### src/design/xrgb_line_scaler_top_macros.svh
// ----------------------------------------------------------------------------
// xrgb_line_scaler_top_macros.svh
// Assertion shorthands shared by the scaler modules. Each module provides clk
// and rst under those names.
// ----------------------------------------------------------------------------
`ifndef XRGB_LINE_SCALER_TOP_MACROS_SVH
`define XRGB_LINE_SCALER_TOP_MACROS_SVH

// Checked on every clock edge outside reset.
`define XLS_ASSERT(label, prop, msg) \
  label: assert property (@(posedge clk) disable iff (rst) prop) else $error(msg);

// Checked on every clock edge, reset included.
`define XLS_ASSERT_ALWAYS(label, prop, msg) \
  label: assert property (@(posedge clk) prop) else $error(msg);

`endif

### src/design/xls_pkg.sv
// ----------------------------------------------------------------------------
// xls_pkg
// Shared types, codes and the per-byte interpolation function of the scaler.
// ----------------------------------------------------------------------------
package xls_pkg;

  localparam int ACC_W  = 28;   // 12.16 position, upper bits masked off
  localparam int FRAC_W = 16;
  localparam int CFG_W  = 12;   // width registers
  localparam int COL_W  = 11;
  localparam int PIX_W  = 32;
  localparam int BYTE_W = 8;
  localparam int WGT_W  = 8;
  localparam int LANES  = 4;    // bytes per pixel, X byte included

  typedef logic [ACC_W-1:0] acc_t;
  typedef logic [CFG_W-1:0] width_t;
  typedef logic [1:0]       mode_t;
  typedef logic [1:0]       reg_index_t;
  typedef logic [1:0]       req_code_t;

  localparam mode_t MODE_NEAREST  = 2'd0;
  localparam mode_t MODE_HLERP    = 2'd1;
  localparam mode_t MODE_BILINEAR = 2'd2;

  localparam reg_index_t REG_SRC_WIDTH  = 2'd0;
  localparam reg_index_t REG_DST_WIDTH  = 2'd1;
  localparam reg_index_t REG_SCALE_MODE = 2'd2;

  localparam req_code_t REQ_WR_UPPER = 2'd0;
  localparam req_code_t REQ_WR_LOWER = 2'd1;
  localparam req_code_t REQ_PRODUCE  = 2'd2;

  localparam acc_t STEP_RESET = acc_t'(1 << FRAC_W);

  localparam logic signed [18:0] LERP_ROUND = 19'sd128;

  typedef enum logic [1:0] {
    KIND_WR_UPPER = 2'd0,
    KIND_WR_LOWER = 2'd1,
    KIND_PRODUCE  = 2'd2
  } req_kind_t;

  typedef struct packed {
    req_kind_t        kind;
    logic [COL_W-1:0] column;
    logic [PIX_W-1:0] pixel;
    logic [WGT_W-1:0] wy;
  } req_entry_t;

  typedef struct packed {
    width_t src_eff;
    width_t dst_eff;
    mode_t  mode;
    acc_t   step;
    logic   restart;   // new line after a register write
    logic   hold;      // step size not yet valid
  } back_cfg_t;

  // a + floor(((b - a) * w + 128) / 256), clamped to 0..255
  function automatic logic [BYTE_W-1:0] lerp8(input logic [BYTE_W-1:0] a,
                                              input logic [BYTE_W-1:0] b,
                                              input logic [WGT_W-1:0]  w);
    logic signed [9:0]  diff;
    logic signed [18:0] prod;
    logic signed [10:0] delta;
    logic signed [10:0] sum;
    logic [BYTE_W-1:0]  res;
    diff  = $signed({2'b00, b}) - $signed({2'b00, a});
    prod  = $signed({{9{diff[9]}}, diff}) * $signed({11'd0, w}) + LERP_ROUND;
    delta = 11'(prod >>> 8);
    sum   = $signed({3'b000, a}) + delta;
    if (sum < 11'sd0) begin
      res = '0;
    end else if (sum > 11'sd255) begin
      res = '1;
    end else begin
      res = sum[BYTE_W-1:0];
    end
    return res;
  endfunction

endpackage

### src/design/xls_step_div.sv
// ----------------------------------------------------------------------------
// xls_step_div
// Restoring divider for the position step: one quotient bit per cycle.
// ----------------------------------------------------------------------------
`include "xrgb_line_scaler_top_macros.svh"

module xls_step_div (
  input  logic            clk,
  input  logic            rst,
  input  logic            start,
  input  xls_pkg::acc_t   dividend,
  input  xls_pkg::width_t divisor,
  output logic            busy,
  output logic            done,
  output xls_pkg::acc_t   quotient
);

  localparam int STEPS = xls_pkg::ACC_W;
  localparam int CW    = $clog2(STEPS);

  logic [CW-1:0]             step_cnt;
  xls_pkg::acc_t             shreg;
  xls_pkg::width_t           rem;
  logic [xls_pkg::CFG_W:0]   rem_shift;
  logic [xls_pkg::CFG_W:0]   rem_diff;
  logic                      fits;

  always_comb begin
    rem_shift = {rem, shreg[xls_pkg::ACC_W-1]};
    rem_diff  = rem_shift - {1'b0, divisor};
    fits      = rem_shift >= {1'b0, divisor};
  end

  assign quotient = shreg;

  always_ff @(posedge clk) begin
    if (rst) begin
      busy     <= 1'b0;
      done     <= 1'b0;
      step_cnt <= '0;
    end else begin
      done <= 1'b0;
      if (start) begin
        busy     <= 1'b1;
        step_cnt <= '0;
      end else if (busy) begin
        step_cnt <= step_cnt + CW'(1);
        if (step_cnt == CW'(STEPS - 1)) begin
          busy <= 1'b0;
          done <= 1'b1;
        end
      end
    end
  end

  // dividend bits shift out the top while quotient bits shift in below
  always_ff @(posedge clk) begin
    if (start) begin
      shreg <= dividend;
      rem   <= '0;
    end else if (busy) begin
      shreg <= {shreg[xls_pkg::ACC_W-2:0], fits};
      rem   <= fits ? rem_diff[xls_pkg::CFG_W-1:0] : rem_shift[xls_pkg::CFG_W-1:0];
    end
  end

  `XLS_ASSERT(a_start_when_idle, start |-> !busy, "divider restarted while busy")
  `XLS_ASSERT(a_start_runs, start |=> busy, "divider did not start")

endmodule

### config.mk
export PLATFORM = sky130hd
export DESIGN_NAME = xls_step_div
export DESIGN_NICKNAME = d
export VERILOG_FILES = /design/src/design/xls_pkg.sv /design/src/design/xls_step_div.sv
export VERILOG_INCLUDE_DIRS = /design/src /design/src/design
export SDC_FILE = /design/constraint.sdc
export NUM_CORES = 1
export LEC_CHECK = 0
export BUFFER_PORTS_ARGS = -buffer_cell sky130_fd_sc_hd__buf_2
export CAP_MARGIN = 20
export CORE_AREA = 2 2 78 80
export DETAILED_ROUTE_END_ITERATION = 16
export DIE_AREA = 0 0 80 82
export PLACE_DENSITY = 0.71
export REMOVE_ABC_BUFFERS = 1
export SLEW_MARGIN = 10
export SYNTH_ARGS = -nofsm -noshare
export SYNTH_HDL_FRONTEND = slang
export SYNTH_SLANG_ARGS = --single-unit
export TNS_END_PERCENT = 100
### constraint.sdc
create_clock -name clk -period 4.5 [get_ports clk]
set_input_delay 0.225 -clock clk [delete_from_list [all_inputs] [get_ports clk]]
set_output_delay 0.225 -clock clk [all_outputs]
set_load 0.02 [all_outputs]
==> results.md, run 1 <==
- CP peak stage delay: 870 ps
- First-pass GRT wire length: 8.22 mm
- Crit path depth: 3
- Most numerous cell in the Yosys netlist: mux2_2
- Synth top area cells: edfxtp_1 (32%), dfxtp_1 (15%), mux2_2 (13%), ha_1 (6.3%), nor2_1 (3.2%)
- Io pins: 73
- Startpoint types: register
- Crit path capture type: register
- CP max FO: 25
- Max Slew Vio Count: 0
- IO Port Bufs: 72
- P per Cell Area: 329 mW/mm^2
- Grt ovf: 0
- Synth warn: 0
- Clock buffer count from CTS: 5
- Vias/cell: 5.21
- Largest net degree at the start of global routing: 41
- DRC Markers: 0
- Antenna violations before repair: 0
- Final period utilization: roughly 55%
- Root buffer cell: clkbuf_8
- Hold Crit Depth: 2
- Async S/R FF share, synth: 0%
- Initial Util: 45.1%
- Cts hold-fix bufs: 0
- Fmax: 402 MHz
- Slew headroom: 43.9%
- CTS H-tree lvls: 2
- Syn avg cell area: 10.8 sq um
- Lkg Pwr: between 0.001 and 0.0015 uW
- Final net count: about 370
- Distinct cells, synth: 47
- Post_cts resized: 0
- Hold Startpoint: rst
- GRT Total Usage: 16.5%
- Seq cells post-synth: 47
- DIE AREA: 0.00656 sq mm
- Endpoints failing hold: 0
- Max Cap Violations: 0
- GPL Wtd Cong: 0.811
- Sequential fraction of the synthesis area: 47.2%
- Drt pass-1 iters: 4
- Reg2reg path depth: 3
- Cell Area, Synth: 0.00259 sq mm
- Number of global-route vias before repair: 1810
- VDD IR-drop max: between 150 and 200 uV
- Crit-path cells: clkinv_1 -> nand2_1 -> buf_8
- Bufs on Longest Clock Path: 2
- # diodes: 0
- Clock sink count: 47
- First DRT Iteration DRCs: 86
- RSZ-0062 raised after global routing: no
- Buf+Inv Stages, Crit Path: 2
- Die span in x: 80 microns
- Worst R2R Setup Slack: 2010 ps
- Critical Setup Path Class: register to register
- Yosys top cell by area: edfxtp_1
- Num rows: 28
- Number of setup violations in the final report: 0
- Critical Path RT: 4510 ps
- Main flop type after synthesis: edfxtp_1
- Post-CTS Setup Inserts: 0
- Layout area overhead: 20.2%
- CORE AREA: about 0.0057 sq mm
- Slowest cell on crit path: dfxtp_1
- Setup TNS: 0 ps
- Hold crit path type: input port to register
- Worst flop-to-flop path endpoint: quotient[18]
- Top cell type's share of synthesized area: 32.5%
- Post-synth EDFFs: 28
- Hold EP: busy
- Hold Slack: 87.0 ps
- Post-layout min period: 2490 ps
- Kind of cell adding the most delay to the critical path: flip-flops
- Critical Path Start: busy
- CTS tree: yes
- Clk_skew: 14.1 ps
- Arrival time of the worst setup path: 2490 ps
- Routed Antenna Nets: 0
- R2R Path Start: busy
- Die Ht: 82 microns
- WL final: between 5 and 6 mm
- Fraction of layout cells with a size suffix above 1: between 30% and 40%
- Least-Margin Pin Slew: 840 ps
- Routed len/inst: 13.9 microns
- Detail Placement HPWL: 3.96 mm
- Via count: 2015
- Synth Instances: 240
- Clock Pin Slew Worst Setup and Hold Paths: 80 ps
- Leading cell types by count after synthesis: mux2_2 (29), edfxtp_1 (28), nor2_1 (22), dfxtp_1 (19), nand2_1 (16)
- Worst-Skew Late Latency: 300 ps
- Status: finished clean
## where the power goes
| part | internal, uW | switching, uW | total, uW |
|---|---|---|---|
| Clock | 106 | 137 | 243 |
| Sequential | 500 | 25.0 | 525 |
| Combinational | 111 | 143 | 254 |
| Total | 717 | 305 | 1020 |
## cell families after synthesis
family,synth area share [%]
xor+xnor,3.38
mux,13.4
fa+ha+maj,7.06
flops,47.2
compound gates,14.2
simple gates,11.2
buf+inv,3.62
## layer usage
metal	global-route usage (%)	routed length, microns	vias to the layer above
met5	0	0	-
met4	8.47	106	0
met3	2.42	167	7
met2	27.3	2680	42
met1	21.1	2450	930
li1	-	-	1036
## stage by stage
step | power [uW] | setup slack, ps | area, sq um | instances | util, %
after floorplan | 703 | 2180 | 2550 | 231 | -
after global placement | 782 | 1790 | 3010 | 379 | 52.4
after detailed placement | 788 | 1730 | 3010 | 379 | 52.4
after CTS | 1030 | 1760 | 3100 | 386 | 53.9
after global routing | 1080 | 1800 | 3110 | 387 | 54.1
final | 1020 | 2010 | 3110 | 387 | 54.1
## worst register-to-register path, delay by kind of cell, from the launching register on
kind | cells | cell delay (ps)
buffers and inverters | 2 | 770
DFF | 1 | 870
and+or+nand+nor | 1 | 560
## registers in the layout, summed over array words and instances, names as in the netlist
name / flops
step_cnt: 5
done: 1
quotient: 28
busy: 1
rem: 12
## final cells by class
class,instances,area [sq um]
clock buffers,5,68.8
clock inverters,2,13.8
fillers,556,2640
inverters,15,56.3
multi-input cells,169,1270
flip-flops and latches,47,1220
well taps,75,93.8
repair buffers,74,383
## layout by cell type (no fill, tap or decap), types with 2 or more instances in the layout
master and n:
nor3_1 3, inv_1 14, and3_1 3, nor2_1 22, mux2_2 29, or3_2 3
a21o_1 5, edfxtp_1 28, nand4_1 3, nand3_1 5, a31oi_1 2, a311oi_1 4
o21a_1 2, xor2_1 6, nor2b_1 2, clkbuf_8 5, buf_2 72, xnor2_1 4
a21oi_1 11, a41oi_1 2, nand2_1 16, ha_1 13, dfxtp_1 19, o21ai_0 7
a211oi_1 7
## how the worst max path moves through the flow
stage | end | slack, ps
floorplan | quotient[0] | 2180
global placement | quotient[14] | 1790
detailed placement | quotient[15] | 1730
CTS | quotient[15] | 1760
global route | quotient[11] | 1800
finish | quotient[18] | 2010
No activity file was read; power rests on OpenSTA's default activity.
==> inputs of run 2 (changes only) <==
--- a/config.mk
+++ b/config.mk
@@ -6,12 +6,13 @@
 export SDC_FILE = /design/constraint.sdc
 export NUM_CORES = 1
 export LEC_CHECK = 0
+export ABC_AREA = 1
 export BUFFER_PORTS_ARGS = -buffer_cell sky130_fd_sc_hd__buf_2
 export CAP_MARGIN = 20
-export CORE_AREA = 2 2 78 80
+export CORE_AREA = 2 2 82 84
 export DETAILED_ROUTE_END_ITERATION = 16
-export DIE_AREA = 0 0 80 82
-export PLACE_DENSITY = 0.71
+export DIE_AREA = 0 0 84 86
+export PLACE_DENSITY = 0.73
 export REMOVE_ABC_BUFFERS = 1
 export SLEW_MARGIN = 10
 export SYNTH_ARGS = -nofsm -noshare
==> constraint.sdc (replaced) <==
create_clock -name clk -period 2.05 [get_ports clk]
set_input_delay 0.1025 -clock clk [delete_from_list [all_inputs] [get_ports clk]]
set_output_delay 0.1025 -clock clk [all_outputs]
set_load 0.02 [all_outputs]
==> results.md, run 2 <==
- Status: finished clean
- Antenna violations before repair: 0 (unchanged)
- Startpoint types: register
- Final core occ: 54.7% (+0.60 points)
- Critical Path Start: quotient[27]
- Via count: 2632 (+31%)
- Reg2reg path depth: 11 (+8)
- Synth warn: 0 (unchanged)
- R2R Path Start: quotient[27]
- Worst-Skew Late Latency: 290 ps (about the same)
- Sequential fraction of the synthesis area: 42.5% (-4.7 points)
- Cts hold-fix bufs: 0 (unchanged)
- Top cell type's share of synthesized area: 29.2% (-3.2 points)
- Hold Startpoint: dividend[14]
- Largest net degree at the start of global routing: 32 (-22%)
- Drt pass-1 iters: 4 (unchanged)
- Clock sink count: 47 (unchanged)
- Crit path capture type: register
- Most frequent cells in the layout: nand2_1 (169), buf_2 (72), inv_1 (55)
- GRT Total Usage: 18.6% (+2.1 points)
- Post-synth EDFFs: 28 (unchanged)
- Most numerous cell in the Yosys netlist: nand2_1
- Sequential power share: 50.9% (-0.5 points)
- Routed Antenna Nets: 0 (unchanged)
- GPL Wtd Cong: 0.941 (+16%)
- Post-route setup slack: 239 ps (-1770 ps)
- Critical Setup Path Class: register to register
- First DRT Iteration DRCs: 135 (+57%)
- Main flop type after synthesis: edfxtp_1
- Arrival time of the worst setup path: 2000 ps (-490 ps)
- Switching Share: 27.8% (-2.1 points)
- Post-layout min period: 1810 ps (-678 ps)
- # diodes: 0 (unchanged)
- Hold Crit Depth: 3 (+1)
- Lkg Pwr: 0.00185 uW (+36%)
- Layout area overhead: 19.4%
- Clk_skew: 3.96 ps (-10.1 ps)
- Leading cell types by count after synthesis: nand2_1 (169), inv_1 (55), edfxtp_1 (28), nand3_1 (25), dfxtp_1 (19)
- CP max FO: 3 (-88%)
- Detail Placement HPWL: 4.88 mm (+23%)
- Critical Path RT: 2240 ps (-2270 ps)
- Seq cells post-synth: 47 (unchanged)
- CTS H-tree lvls: 2 (unchanged)
- Fmax: 552 MHz (+37%)
- Fillers: 616 (+11%)
- Synth Instances: 391 (+63%)
- Fraction of layout cells with a size suffix above 1: 22.3% (-15 points)
- Least-Margin Pin Slew: 834 ps (-6.35 ps)
- Synth top area cells: edfxtp_1 (29%), nand2_1 (22%), dfxtp_1 (13%), inv_1 (7.2%), ha_1 (5.7%)
- Int Power: 1580 uW (+120%)
- Worst R2R Setup Slack: 240 ps (-1770 ps)
- Setup TNS: 0 ps (unchanged)
- WL final: 6.36 mm (+18%)
- Bufs on Longest Clock Path: 2 (unchanged)
- Comb pwr share: 18.0% (-6.8 points)
- Async S/R FF share, synth: 0% (unchanged)
- Routed len/inst: 11.7 microns (-16%)
- Clock Pin Slew Worst Setup and Hold Paths: 90 ps (about the same)
- IO Port Bufs: 72 (unchanged)
- Pre-CTS setup slack: 236 ps (-1500 ps)
- Clock Power Share: 31.1% (+7.3 points)
- Final net count: 522 (+41%)
- VDD IR-drop max: 397 uV (+130%)
- Most common cell after layout, fill and taps aside: nand2_1
- Max Slew Vio Count: 0 (unchanged)
- RSZ-0062 raised after global routing: no
- Number of global-route vias before repair: 2545 (+41%)
- Die span in x: 84 microns (+5.0%)
- Yosys top cell by area: edfxtp_1
- Initial Util: 45.8% (+0.77 points)
- Worst flop-to-flop path endpoint: rem[6]
- Hold Slack: 69.1 ps (-17.9 ps)
- CORE AREA: 0.00628 sq mm (+9.3%)
- Root buffer cell: clkbuf_8
- Endpoints failing hold: 0 (unchanged)
- DIE AREA: 0.00722 sq mm (+10%)
- Hold crit path type: input port to register
- Io pins: 73 (unchanged)
- Number of setup violations in the final report: 0 (unchanged)
- Grt ovf: 0 (unchanged)
- Distinct cells, synth: 32 (-32%)
- First-pass GRT wire length: 10.9 mm (+33%)
- Cell Area, Synth: 0.00288 sq mm (+11%)
- Slew headroom: 44.2% (+0.29 points)
- P per Cell Area: 638 mW/mm^2 (+94%)
- Hold EP: quotient[14]
- Switching power: 609 uW (+99%)
- Final period utilization: 88.3% (+33 points)
- DRC Markers: 0 (unchanged)
- Max Cap Violations: 0 (unchanged)
- Clock buffer count from CTS: 5 (unchanged)
- Vias/cell: 4.85 (-6.9%)
- CTS tree: yes
- Die Ht: 86 microns (+4.9%)
- Syn avg cell area: 7.36 sq um (-32%)
- Max FFs per register: 28 (unchanged)
- Num rows: 29 (+3.6%)
## run 2: changes by cell type after synthesis, sizes merged, moves of 5 or more
| cell | change |
|---|---|
| a211oi | -7 |
| nand4 | +11 |
| a21oi | -5 |
| a21o | -5 |
| inv | +43 |
| nand2 | +156 |
| nand3 | +26 |
| mux2 | -30 |
| o21ai | -5 |
## run 2: cell type report
class	instances	area [sq um]	area share, %
tap	77	96.3	2.80
inverter	57	214	6.23
clock buffer	5	68.8	2.00
timing repair buffer	79	413	12.0
sequential	47	1220	35.5
clock inverter	3	43.8	1.27
multi-input combinational	275	1380	40.1
## run 2: worst max-delay path by stage
| stage | end |
|---|---|
| floorplan | rem[6] |
| global placement | rem[6] |
| detailed placement | rem[6] |
| CTS | rem[6] |
| global route | rem[6] |
| finish | rem[6] |
## run 2: cell families (layout without fill, tap and decap cells)
kind of cell	Yosys count	after routing	share of synthesized area (%)
simple gates	244	244	37.3
flops	47	47	42.5
buf+inv	69	144	9.61
xor+xnor	6	6	1.83
fa+ha+maj	14	14	6.35
compound gates	11	11	2.48
## run 2: power by group through the flow
stage	clock network [uW]	logic, uW	registers (uW)
3_3_place_gp	0	392	1140
5_1_grt	733	439	1120
3_5_place_dp	0	400	1130
6_report	683	395	1110
4_1_cts	701	399	1120
2_1_floorplan	0	170	1210
## run 2: what timing repair did
action                     4_1_cts  5_1_grt
setup endpoints to repair        0        1
gates resized for setup          0        2
buffers inserted                 0        0
## run 2: per-stage QoR
stage	power (uW)	cells	area, sq um
4_1_cts	2220	543	3440
3_3_place_gp	1530	535	3320
6_report	2190	543	3440
2_1_floorplan	1380	379	2810
3_5_place_dp	1530	535	3320
5_1_grt	2300	543	3440
## run 2: metal layers
layer	global-route usage, %	routed length, microns
met1	23.5	2930
met2	32.2	2930
met3	3.85	429
met4	5.87	74
met5	0	0
## run 2: critical path: stages, from the launching register on
cell	delay, ps
edfxtp_1	350
inv_1	50
ha_1	210
fa_1	400
inv_1	90
nand3_1	70
nand3_1	130
nand2_1	90
a21boi_1	130
o21ai_1	70
nand3_1	70
nand2_1	60
==> inputs of run 3 (changes only) <==
--- a/config.mk
+++ b/config.mk
@@ -10,9 +10,10 @@
 export BUFFER_PORTS_ARGS = -buffer_cell sky130_fd_sc_hd__buf_2
 export CAP_MARGIN = 20
 export CORE_AREA = 2 2 82 84
+export CTS_BUF_LIST = sky130_fd_sc_hd__clkbuf_4 sky130_fd_sc_hd__clkbuf_8
 export DETAILED_ROUTE_END_ITERATION = 16
 export DIE_AREA = 0 0 84 86
-export PLACE_DENSITY = 0.73
+export PLACE_DENSITY = 0.82
 export REMOVE_ABC_BUFFERS = 1
 export SLEW_MARGIN = 10
 export SYNTH_ARGS = -nofsm -noshare
==> results.md, run 3 (synthesis gave the netlist of run 2 again) <==
- Status: finished clean
- Startpoint types: register
- Max FFs per register: 28 (unchanged)
- Sequential power share: 53.1% (+2.2 points)
- R2R Path Start: busy
- Switching power: 631 uW (+3.7%)
- GRT Total Usage: 19.9% (+1.3 points)
- Most frequent cells in the layout: nand2_1 (169), buf_2 (72), inv_1 (55)
- Bufs on Longest Clock Path: 2 (unchanged)
- Drt pass-1 iters: 4 (unchanged)
- Comb pwr share: 19.0% (+1.0 points)
- Clock sink count: 47 (unchanged)
- Cts hold-fix bufs: 0 (unchanged)
- Clk_skew: 12.0 ps (+8.07 ps)
- Total power: 2100 uW (-4.1%)
- Most common cell after layout, fill and taps aside: nand2_1
- Post_cts resized: 0 (unchanged)
- Reg2reg path depth: 5 (-6)
- CP peak stage delay: 700 ps (+300 ps)
- Worst-Skew Late Latency: 300 ps (about the same)
- Fraction of layout cells with a size suffix above 1: 22.3% (unchanged)
- Slew headroom: 41.8% (-2.4 points)
- Initial Util: 45.8% (unchanged)
- Crit path top cell by count: inv_1
- Num rows: 29 (unchanged)
- Root buffer cell: clkbuf_8
- Int Power: 1470 uW (-7.1%)
- Worst flop-to-flop path endpoint: busy
- Hold crit path type: input port to register
- Slowest cell on crit path: nor2_1
- Fillers: 618 (+0.32%)
- CORE AREA: 0.00628 sq mm (unchanged)
- P per Cell Area: 615 mW/mm^2 (-3.6%)
- Least-Margin Pin Slew: 869 ps (+35.9 ps)
- Die span in x: 84 microns (unchanged)
- Switching Share: 30.0% (+2.3 points)
- Detail Placement HPWL: 5.13 mm (+5.2%)
- Clock Pin Slew Worst Setup and Hold Paths: 100 ps (about the same)
- Lkg Pwr: 0.00184 uW (-0.48%)
- Die Ht: 86 microns (unchanged)
- CP max FO: 28 (+25)
- Routed Antenna Nets: 0 (unchanged)
- Max Slew Vio Count: 0 (unchanged)
- RSZ-0062 raised after global routing: no
- Fmax: 547 MHz (-0.93%)
- Crit path capture type: register
- CTS H-tree lvls: 2 (unchanged)
- Max Cap Violations: 0 (unchanged)
- Arrival time of the worst setup path: 2030 ps (+30 ps)
- VDD IR-drop max: 454 uV (+14%)
- Via count: 2693 (+2.3%)
- WL final: 6.67 mm (+4.8%)
- Layout area overhead: 18.8%
- DIE AREA: 0.00722 sq mm (unchanged)
- First DRT Iteration DRCs: 120 (-11%)
- Largest net degree at the start of global routing: 32 (unchanged)
- Critical Path Start: busy
- Final net count: 522 (unchanged)
- Post-CTS Setup Inserts: 0 (unchanged)
- Final period utilization: 89.2% (+0.83 points)
- Antenna violations before repair: 0 (unchanged)
- Number of setup violations in the final report: 0 (unchanged)
- First-pass GRT wire length: 11.8 mm (+7.6%)
- Io pins: 73 (unchanged)
- Critical Path RT: 2250 ps (about the same)
- DRC Markers: 0 (unchanged)
- CTS tree: yes
- Vias/cell: 4.96 (+2.3%)
- Crit path capture: busy
- Hold Startpoint: dividend[7]
- Setup TNS: 0 ps (unchanged)
- Clock buffer count from CTS: 5 (unchanged)
- GPL Wtd Cong: 0.932 (-0.92%)
- Worst R2R Setup Slack: 220 ps (-20 ps)
- Number of global-route vias before repair: 2685 (+5.5%)
- Endpoints failing hold: 0 (unchanged)
- Routed len/inst: 12.3 microns (+4.8%)
- Critical Setup Path Class: register to register
- Post-layout min period: 1830 ps (+17.0 ps)
- IO Port Bufs: 72 (unchanged)
- Grt ovf: 0 (unchanged)
- # diodes: 0 (unchanged)
- Clock Power Share: 27.9% (-3.2 points)
- Crit-path cells: nor2_1 -> inv_1 -> buf_4 -> o211ai_1 -> inv_1
==> run 3: changes by cell type in the layout (fill, tap and decap cells not counted) <==
cell       delta
o21ai_1       -1
clkinv_2      -1
inv_6         +2
o21ai_0       +1
bufinv_16     -1
==> run 3: cell type report <==
type / count / area, sq um / area share, %
Multi-Input combinational cell: 275 / 1380 / 40.3
Sequential cell: 47 / 1220 / 35.7
Timing Repair Buffer: 79 / 413 / 12.1
Inverter: 57 / 214 / 6.26
Tap cell: 77 / 96.3 / 2.82
Clock buffer: 5 / 68.8 / 2.01
Clock inverter: 3 / 26.3 / 0.769
==> run 3: worst min path at each step <==
| stage | endpoint | slack [ps] | cells after the start |
|---|---|---|---|
| CTS | quotient[24] | 50 | 3 |
| floorplan | busy | 250 | 2 |
| global route | quotient[24] | 60 | 3 |
| global placement | quotient[26] | 370 | 3 |
| finish | quotient[7] | 60 | 3 |
| detailed placement | quotient[5] | 380 | 3 |
==> run 3: layer usage <==
layer	share of wire (%)	global-route usage [%]
met1	46	25.3
met2	46	33.4
met3	7.0	5.49
met4	1.2	5.87
met5	0	0
==> run 3: per-stage QoR <==
stage          util (%)  cell area, sq um  hold WS [ps]  worst slack, ps  std cells
2_1_floorplan         -              2810           250              189        379
3_3_place_gp       52.9              3320           369              283        535
3_5_place_dp       52.9              3320           378              234        535
4_1_cts            54.5              3420          53.6              218        543
5_1_grt            54.5              3420          60.2             23.2        543
6_report           54.5              3420          61.5              222        543
==> run 3: worst max-delay path: cells and delay by family (launching register included) <==
family                 cells  cell delay, ps
AOI/OAI and AO/OA          1             130
buffers and inverters      3             510
DFF                        1             390
and+or+nand+nor            1             700
==> run 3: power by group through the flow <==
| stage | logic, uW | clock network (uW) | registers [uW] |
|---|---|---|---|
| final | 399 | 587 | 1120 |
| after global routing | 447 | 648 | 1130 |
| after detailed placement | 402 | 0 | 1140 |
| after CTS | 402 | 602 | 1120 |
| after floorplan | 170 | 0 | 1210 |
| after global placement | 394 | 0 | 1140 |
